`src/rtl/ddmc_pkg.sv`:
```
// Shared types, command codes and constants for the maneuver controller.
`timescale 1ns / 1ps

package ddmc_pkg;

  // Command codes
  localparam logic [2:0] KIND_FWD  = 3'd0;
  localparam logic [2:0] KIND_BWD  = 3'd1;
  localparam logic [2:0] KIND_TURN = 3'd2;
  localparam logic [2:0] KIND_STOP = 3'd3;
  localparam logic [2:0] KIND_TICK = 3'd4;

  // Register indexes
  localparam logic [1:0] REG_MOVE_PCT  = 2'd0;
  localparam logic [1:0] REG_TURN_PCT  = 2'd1;
  localparam logic [1:0] REG_TURN_DLY  = 2'd2;

  localparam int unsigned PCT_MAX = 100;
  localparam int unsigned PCT_RST = 100;
  localparam int unsigned DLY_RST = 7;

  // x / 100 == (x * RECIP_100) >> RECIP_SHIFT, exact for x <= 10000
  localparam int unsigned RECIP_100   = 5243;
  localparam int unsigned RECIP_SHIFT = 19;

  typedef struct packed {
    logic [2:0]         kind;
    logic [7:0]         speed_percent;
    logic               timed;
    logic [15:0]        duration_ms;
    logic signed [15:0] angle;
    logic               notify;
  } item_t;

  typedef struct packed {
    logic signed [7:0]  left_percent;
    logic signed [7:0]  right_percent;
    logic               motor_update;
    logic               maneuver_done;
    logic [1:0]         done_kind;
    logic signed [15:0] done_parameter;
    logic               moving;
    logic               maneuvering;
  } result_t;

  // Derived configuration handed to the step logic
  typedef struct packed {
    logic [19:0] move_recip;   // moving percent * RECIP_100
    logic [6:0]  turn_wheel;   // trunc(t * t / 100)
    logic [15:0] turn_delay;   // ms per unit of angle
  } cfg_t;

endpackage

```
`src/rtl/ddmc_cfg.sv`:
```
// Configuration registers with precomputed scale factors.
`timescale 1ns / 1ps

module ddmc_cfg import ddmc_pkg::*; (
  input  logic        clk_i,
  input  logic        rst_ni,
  input  logic        cfg_valid_i,
  output logic        cfg_ready_o,
  input  logic [1:0]  cfg_index_i,
  input  logic [15:0] cfg_data_i,
  output cfg_t        cfg_o
);

  logic [6:0]  pct;
  logic        pct_ok;
  logic        wr;
  logic [19:0] pct_recip;
  logic [26:0] wheel_prod;
  logic [19:0] move_recip_q, move_recip_d;
  logic [6:0]  turn_wheel_q, turn_wheel_d;
  logic [15:0] turn_delay_q, turn_delay_d;

  assign cfg_ready_o = 1'b1;
  assign wr          = cfg_valid_i && cfg_ready_o;
  assign pct         = cfg_data_i[6:0];
  assign pct_ok      = (pct <= 7'(PCT_MAX));
  assign pct_recip   = 20'(pct) * 20'(RECIP_100);
  assign wheel_prod  = 27'(pct) * 27'(pct_recip);

  always_comb begin
    move_recip_d = move_recip_q;
    turn_wheel_d = turn_wheel_q;
    turn_delay_d = turn_delay_q;
    if (wr) begin
      unique case (cfg_index_i)
        REG_MOVE_PCT: if (pct_ok) move_recip_d = pct_recip;
        REG_TURN_PCT: if (pct_ok) turn_wheel_d = wheel_prod[RECIP_SHIFT +: 7];
        REG_TURN_DLY: turn_delay_d = cfg_data_i;
        default: ;
      endcase
    end
  end

  always_ff @(posedge clk_i or negedge rst_ni) begin
    if (!rst_ni) begin
      move_recip_q <= 20'(PCT_RST * RECIP_100);
      turn_wheel_q <= 7'(PCT_RST * PCT_RST / PCT_MAX);
      turn_delay_q <= 16'(DLY_RST);
    end else begin
      move_recip_q <= move_recip_d;
      turn_wheel_q <= turn_wheel_d;
      turn_delay_q <= turn_delay_d;
    end
  end

  assign cfg_o.move_recip = move_recip_q;
  assign cfg_o.turn_wheel = turn_wheel_q;
  assign cfg_o.turn_delay = turn_delay_q;

endmodule

```
`src/rtl/ddmc_step.sv`:
```
// Drive state and single-pass command evaluation.
`timescale 1ns / 1ps

module ddmc_step import ddmc_pkg::*; (
  input  logic    clk_i,
  input  logic    rst_ni,
  input  logic    fire_i,
  input  item_t   item_i,
  input  cfg_t    cfg_i,
  output result_t res_o
);

  logic [7:0]  cur_q, cur_d;           // signed straight speed, -100..100
  logic        active_q, active_d;
  logic [31:0] elapsed_q, elapsed_d;
  logic [31:0] len_q, len_d;
  logic [1:0]  mkind_q, mkind_d;
  logic [15:0] mval_q, mval_d;
  logic        mnotify_q, mnotify_d;

  logic        is_fwd;
  logic [6:0]  clamped;
  logic [7:0]  clamped8;
  logic [26:0] drive_prod;
  logic [7:0]  drive8;
  logic [8:0]  spd9, target9, cur9;
  logic [16:0] angle17, angle_mag;
  logic [32:0] turn_len;
  logic [7:0]  wheel8;
  logic [31:0] el_inc;

  assign is_fwd     = (item_i.kind == KIND_FWD);
  assign clamped    = (item_i.speed_percent > 8'(PCT_MAX)) ? 7'(PCT_MAX)
                                                          : item_i.speed_percent[6:0];
  assign clamped8   = {1'b0, clamped};
  assign drive_prod = 27'(clamped) * 27'(cfg_i.move_recip);
  assign drive8     = {1'b0, drive_prod[RECIP_SHIFT +: 7]};
  assign spd9       = {1'b0, item_i.speed_percent};
  assign target9    = is_fwd ? spd9 : (~spd9 + 9'd1);
  assign cur9       = {cur_q[7], cur_q};
  assign angle17    = {item_i.angle[15], item_i.angle};
  assign angle_mag  = angle17[16] ? (~angle17 + 17'd1) : angle17;
  assign turn_len   = 33'(angle_mag) * 33'(cfg_i.turn_delay);
  assign wheel8     = {1'b0, cfg_i.turn_wheel};
  assign el_inc     = (elapsed_q == '1) ? elapsed_q : elapsed_q + 32'd1;

  always_comb begin
    cur_d     = cur_q;
    active_d  = active_q;
    elapsed_d = elapsed_q;
    len_d     = len_q;
    mkind_d   = mkind_q;
    mval_d    = mval_q;
    mnotify_d = mnotify_q;
    res_o     = '0;

    unique case (item_i.kind) inside
      KIND_FWD, KIND_BWD: begin
        if (item_i.timed) begin
          active_d  = 1'b1;
          elapsed_d = '0;
          len_d     = {16'd0, item_i.duration_ms};
          mkind_d   = item_i.kind[1:0];
          mval_d    = {8'd0, item_i.speed_percent};
          mnotify_d = item_i.notify;
        end
        // repeat check against the unclamped request
        if (cur9 != target9) begin
          cur_d                = is_fwd ? clamped8 : (~clamped8 + 8'd1);
          res_o.left_percent   = is_fwd ? drive8 : (~drive8 + 8'd1);
          res_o.right_percent  = res_o.left_percent;
          res_o.motor_update   = 1'b1;
        end
      end
      KIND_TURN: begin
        cur_d               = '0;
        res_o.left_percent  = item_i.angle[15] ? (~wheel8 + 8'd1) : wheel8;
        res_o.right_percent = item_i.angle[15] ? wheel8 : (~wheel8 + 8'd1);
        res_o.motor_update  = 1'b1;
        active_d            = 1'b1;
        elapsed_d           = '0;
        len_d               = turn_len[31:0];
        mkind_d             = KIND_TURN[1:0];
        mval_d              = item_i.angle;
        mnotify_d           = item_i.notify;
      end
      KIND_STOP: begin
        cur_d              = '0;
        active_d           = 1'b0;
        elapsed_d          = '0;
        len_d              = '0;
        mkind_d            = '0;
        mval_d             = '0;
        mnotify_d          = 1'b0;
        res_o.motor_update = 1'b1;
      end
      KIND_TICK: begin
        if (active_q) begin
          if (el_inc > len_q) begin
            cur_d              = '0;
            active_d           = 1'b0;
            elapsed_d          = '0;
            len_d              = '0;
            mkind_d            = '0;
            mval_d             = '0;
            mnotify_d          = 1'b0;
            res_o.motor_update = 1'b1;
            if (mnotify_q) begin
              res_o.maneuver_done  = 1'b1;
              res_o.done_kind      = mkind_q;
              res_o.done_parameter = mval_q;
            end
          end else begin
            elapsed_d = el_inc;
          end
        end
      end
      default: ;
    endcase

    res_o.moving      = (cur_d != '0);
    res_o.maneuvering = active_d;
  end

  always_ff @(posedge clk_i or negedge rst_ni) begin
    if (!rst_ni) begin
      cur_q     <= '0;
      active_q  <= 1'b0;
      elapsed_q <= '0;
      len_q     <= '0;
      mkind_q   <= '0;
      mval_q    <= '0;
      mnotify_q <= 1'b0;
    end else if (fire_i) begin
      cur_q     <= cur_d;
      active_q  <= active_d;
      elapsed_q <= elapsed_d;
      len_q     <= len_d;
      mkind_q   <= mkind_d;
      mval_q    <= mval_d;
      mnotify_q <= mnotify_d;
    end
  end

endmodule

```
`src/rtl/diff_drive_maneuver_controller.sv`:
```
// Top level: differential drive maneuver controller with registered in/out stages.
// Registers from input transfer to earliest result transfer: input reg, then result reg.
// Throughput: one command per cycle unless stalled; exactly one result transfer per command.
// The step logic is one short pass: one multiply for straight drive or turn length.
// Reset (rst_ni low, async) clears both stages, speed and maneuver state, and
// loads register defaults: moving 100 %, turning 100 %, turn delay 7 ms per unit.
`timescale 1ns / 1ps

module diff_drive_maneuver_controller import ddmc_pkg::*; (
  input  logic               clk_i,
  input  logic               rst_ni,
  // command channel
  input  logic               in_valid_i,
  output logic               in_stall_o,
  input  logic [2:0]         kind_i,
  input  logic [7:0]         speed_percent_i,
  input  logic               timed_i,
  input  logic [15:0]        duration_ms_i,
  input  logic signed [15:0] angle_i,
  input  logic               notify_i,
  // result channel
  output logic               out_valid_o,
  input  logic               out_stall_i,
  output logic signed [7:0]  left_percent_o,
  output logic signed [7:0]  right_percent_o,
  output logic               motor_update_o,
  output logic               maneuver_done_o,
  output logic [1:0]         done_kind_o,
  output logic signed [15:0] done_parameter_o,
  output logic               moving_o,
  output logic               maneuvering_o,
  // configuration write channel
  input  logic               cfg_valid_i,
  output logic               cfg_ready_o,
  input  logic [1:0]         cfg_index_i,
  input  logic [15:0]        cfg_data_i
);

  cfg_t    cfg;
  result_t step_res;

  logic    s1_valid_q;
  item_t   s1_item_q;
  logic    out_valid_q;
  result_t out_res_q;
  logic    out_ready;
  logic    fire;

  // Result register frees when empty or when its transfer completes this cycle.
  assign out_ready  = !out_valid_q || !out_stall_i;
  // The held command is evaluated (and state updated) only when it can move on.
  assign fire       = s1_valid_q && out_ready;
  assign in_stall_o = s1_valid_q && !out_ready;

  ddmc_cfg u_cfg (
    .clk_i       (clk_i),
    .rst_ni      (rst_ni),
    .cfg_valid_i (cfg_valid_i),
    .cfg_ready_o (cfg_ready_o),
    .cfg_index_i (cfg_index_i),
    .cfg_data_i  (cfg_data_i),
    .cfg_o       (cfg)
  );

  ddmc_step u_step (
    .clk_i  (clk_i),
    .rst_ni (rst_ni),
    .fire_i (fire),
    .item_i (s1_item_q),
    .cfg_i  (cfg),
    .res_o  (step_res)
  );

  // Input register
  always_ff @(posedge clk_i or negedge rst_ni) begin
    if (!rst_ni) begin
      s1_valid_q <= 1'b0;
    end else if (!in_stall_o) begin
      s1_valid_q <= in_valid_i;
    end
  end

  always_ff @(posedge clk_i) begin
    if (!in_stall_o && in_valid_i) begin
      s1_item_q.kind          <= kind_i;
      s1_item_q.speed_percent <= speed_percent_i;
      s1_item_q.timed         <= timed_i;
      s1_item_q.duration_ms   <= duration_ms_i;
      s1_item_q.angle         <= angle_i;
      s1_item_q.notify        <= notify_i;
    end
  end

  // Result register
  always_ff @(posedge clk_i or negedge rst_ni) begin
    if (!rst_ni) begin
      out_valid_q <= 1'b0;
    end else if (out_ready) begin
      out_valid_q <= fire;
    end
  end

  always_ff @(posedge clk_i) begin
    if (fire) begin
      out_res_q <= step_res;
    end
  end

  assign out_valid_o      = out_valid_q;
  assign left_percent_o   = out_res_q.left_percent;
  assign right_percent_o  = out_res_q.right_percent;
  assign motor_update_o   = out_res_q.motor_update;
  assign maneuver_done_o  = out_res_q.maneuver_done;
  assign done_kind_o      = out_res_q.done_kind;
  assign done_parameter_o = out_res_q.done_parameter;
  assign moving_o         = out_res_q.moving;
  assign maneuvering_o    = out_res_q.maneuvering;

`ifndef SYNTHESIS
  // A completion report always comes with a full stop.
  a_done_stops: assert property (@(posedge clk_i) disable iff (!rst_ni)
    (out_valid_q && out_res_q.maneuver_done) |->
      (out_res_q.motor_update && out_res_q.left_percent == 8'sd0 &&
       out_res_q.right_percent == 8'sd0 && !out_res_q.moving && !out_res_q.maneuvering))
    else $error("completion report without full stop");

  // Wheel fields stay zero when no motor command is issued.
  a_idle_wheels: assert property (@(posedge clk_i) disable iff (!rst_ni)
    (out_valid_q && !out_res_q.motor_update) |->
      (out_res_q.left_percent == 8'sd0 && out_res_q.right_percent == 8'sd0))
    else $error("wheel drive without motor update");

  // Input side stalls only while a command is held behind a stalled result.
  a_stall_cause: assert property (@(posedge clk_i) disable iff (!rst_ni)
    in_stall_o |-> (s1_valid_q && out_valid_q && out_stall_i))
    else $error("input stall without a blocked result");

  // A command evaluated while the result stage is free shows up next cycle.
  a_fire_lands: assert property (@(posedge clk_i) disable iff (!rst_ni)
    fire |=> out_valid_q)
    else $error("evaluated command lost");
`endif

endmodule
```
`config.mk`:
```
export PLATFORM = sky130hd
export DESIGN_NAME = diff_drive_maneuver_controller
export DESIGN_NICKNAME = d
export VERILOG_FILES = /design/src/rtl/ddmc_pkg.sv /design/src/rtl/ddmc_cfg.sv /design/src/rtl/ddmc_step.sv /design/src/rtl/diff_drive_maneuver_controller.sv
export SDC_FILE = /design/constraint.sdc
export NUM_CORES = 2
export LEC_CHECK = 0
export ABC_CLOCK_PERIOD_IN_PS = 9660
export BUFFER_PORTS_ARGS = -buffer_cell sky130_fd_sc_hd__buf_2
export CAP_MARGIN = 10
export CORE_MARGIN = 3
export CORE_UTILIZATION = 51
export CTS_CLUSTER_SIZE = 24
export DETAILED_ROUTE_END_ITERATION = 8
export MAX_ROUTING_LAYER = met4
export PLACE_DENSITY = 0.68
export SYNTH_ARGS = -nofsm -noshare
export SYNTH_HDL_FRONTEND = slang
export SYNTH_HIERARCHICAL = 1
export SYNTH_SLANG_ARGS = --single-unit
```
`constraint.sdc`:
```
create_clock -name clk_i -period 9.66 [get_ports clk_i]
set_input_delay 0.966 -clock clk_i [delete_from_list [all_inputs] [get_ports clk_i]]
set_output_delay 0.966 -clock clk_i [all_outputs]
set_load 0.05 [all_outputs]
```
==> run metrics <==
initial antenna violation count 0; total global-route track usage 25.53%; port bufs approximately 110; Slew @ Worst Pin 1.094 ns; Overflow after GRT 0; num rows 86; DRC Markers 0; Final Skew 0.02024 ns; post-route cell area 31,160 um^2; Post-synth EDFFs 83; drt first-iter violations about 1.4k; slew margin rel. 27.05%; sequential area share after synthesis between 20% and 30%; post-route ant nets 0; crit path max fanout 8; Synth Instances just over 3k; Initial Util 52.02%; Syn. warnings 6; CTS Buffer Depth 3; CTS Buf Count 25; fmax 0.1122 GHz; vias in the first global route 23.31k; Vert. Die Dim around 240 um; mapped cell area around 29,000 um^2; CORE AREA approximately 56,000 um^2; layout cells sized above 1 8.468%; WL/cell about 19 um; startpoint types primary input; # setup viols final 0; async set or reset register ratio after synthesis around 62%; die area slightly below 60,000 um^2; Worst path max stage delay 0.65 ns; Die X-Extent 244.0 um; Data required, critical path 10.10 ns; WS Path Type in2reg; Tmin final 8.917 ns; First-pass DRT Iterations 5; post-layout net count about 3.9k; Post-CTS Resized 0; dpl cell area 30,360 um^2; Critical Path AT 9.36 ns; drt via density 5.625; Area Growth Syn to Fin 7.892%; Worst Hold Class in2async; RSZ-0062 raised after global routing no; HPWL after DPL 57.34 mm; Worst R2R Path Depth 25; Total Routed Length roughly 73 mm; TritonCTS clock tree built; post-CTS setup buffers 0; Hold Fails Final Rpt 0; CTS clk-pin slew, worst paths 0.07 ns; FF+latch count, synth 220; RD Place Congestion 0.9236; global-route wire length before repair 120.2 mm; setup_tns 0 ns; flop2flop setup slack approximately 1.2 ns; max-slew violations 0; Max Cap Viol 0; largest net degree at the start of global routing 70; status completed; io pins around 110; crit share post-route 92.30%; H-tree Lvls 1; post-synth cell types 87; Worst setup EP type register; CTS root buf clkbuf_16; Synth Area per Inst 9.464 um^2; Worst path slowest cell xor2_1; Clock Sinks 220; predominant post-synthesis flop cell dfrtp_1; Worst-Skew Late Latency 0.55 ns; hold buffers post-CTS 0; vias between 20k and 25k
## routing by layer
layer	part of all wire, %	up-vias	routed length [um]	global-route usage (%)
li1	-	10055	-	-
met2	51	598	36980	44.56
met5	0	-	0	-
met4	3.0	0	2187	7.425
met3	4.5	139	3285	2.664
met1	42	11155	30250	31.58
## critical path: cells and delay by family
kind,cells,cell delay (ns)
buffers and inverters,7,0.50
adder cells (fa/ha/maj),10,4.36
AO/OA/AOI/OAI,7,1.75
XOR/XNOR,1,0.65
AND/OR/NAND/NOR,5,1.12
## cells in the mapped netlist (all sizes together) (25+ instances only)
| cell | n | area share [%] |
|---|---|---|
| o21ai | 98 | 1.7 |
| mux2 | 30 | 1.2 |
| clkbuf | 104 | 1.4 |
| xnor2 | 94 | 2.9 |
| a21oi | 88 | 1.5 |
| nand3 | 37 | 0.66 |
| ha | 280 | 12 |
| nand2 | 382 | 5.0 |
| nor3 | 36 | 0.66 |
| o31ai | 36 | 0.98 |
| xor2 | 36 | 1.1 |
| inv | 496 | 6.4 |
| and3 | 44 | 0.95 |
| and2 | 249 | 5.4 |
| nor2 | 97 | 1.3 |
| dfrtp | 128 | 11 |
| a21o | 38 | 1.0 |
| nand4 | 25 | 0.54 |
| edfxtp | 83 | 8.6 |
| fa | 395 | 27 |
## layout by cell type (no fill, tap or decap), types with 33 or more instances in the layout
cell type / count
nor2_1: 97
xor2_1: 36
buf_4: 48
a21o_1: 36
a21oi_1: 86
nand2_1: 382
and2_1: 246
nand3_1: 35
fa_1: 395
nor3_1: 33
edfxtp_1: 83
xnor2_1: 93
ha_1: 280
dfrtp_1: 128
inv_1: 496
o31ai_1: 35
buf_2: 106
and3_1: 44
o21ai_0: 90
## cell type report
| cell class | count | area [um^2] |
|---|---|---|
| antenna | 1 | 2.502 |
| clock buffer | 29 | 640.6 |
| clock inverter | 17 | 145.1 |
| fill | 5018 | 24360 |
| inverter | 496 | 1862 |
| multi-input combinational | 2235 | 20730 |
| sequential | 220 | 5932 |
| tap | 748 | 935.9 |
| timing repair buffer | 156 | 913.4 |
## registers in the layout, indices dropped and copies added (netlist names), 8 cells and up
register / flops
u_cfg/turn_delay_q: 16
u_step/elapsed_q: 32
u_step/mval_q: 16
left_percent_o: 8
done_parameter_o: 16
u_cfg/move_recip_q: 20
s1_item_q: 45
right_percent_o: 8
u_step/len_q: 32
u_step/cur_q: 8
## path summary, 6_finish.rpt
check,from,to
worst max-delay path,cfg_data_i[4],u_cfg/turn_wheel_q[3]$_DFFE_PN0P_
worst min-delay path,rst_ni,u_step/elapsed_q[8]$_DFFE_PN0P_
worst max register to register,s1_item_q[16]$_DFFE_PP_,u_step/len_q[30]$_DFFE_PN0P_
worst min register to register,u_step/mval_q[11]$_DFFE_PN0P_,u_step/mval_q[11]$_DFFE_PN0P_
max in group asynchronous,rst_ni,u_cfg/turn_delay_q[3]$_DFFE_PN0P_
min in group clk_i,u_step/mval_q[11]$_DFFE_PN0P_,u_step/mval_q[11]$_DFFE_PN0P_
## stage by stage
step / instances / utilization (%) / hold WS [ns] / worst slack [ns]
6_report: 3902 / 56.13 / 0.4229 / 0.7434
5_1_grt: 3901 / 56.12 / 0.4532 / 0.2041
4_1_cts: 3900 / 56.10 / 0.4256 / 0.8188
3_5_place_dp: 3854 / 54.69 / 0.4651 / 0.2705
3_3_place_gp: 3854 / 54.69 / 0.4534 / 0.3585
2_1_floorplan: 3065 / - / 0.4402 / 1.074
## cells by family after synthesis
logic type      synth area share (%)
fa+ha+maj                      39.51
simple gates                   16.68
compound gates                 9.764
flops                          20.54
buf+inv                        8.005
xor+xnor                       4.046
mux                            1.425
other cells                  0.03898
Power is left out: the tool's default activity adds up to more than one toggle a clock period on the data nets, which glitch-free logic cannot reach.
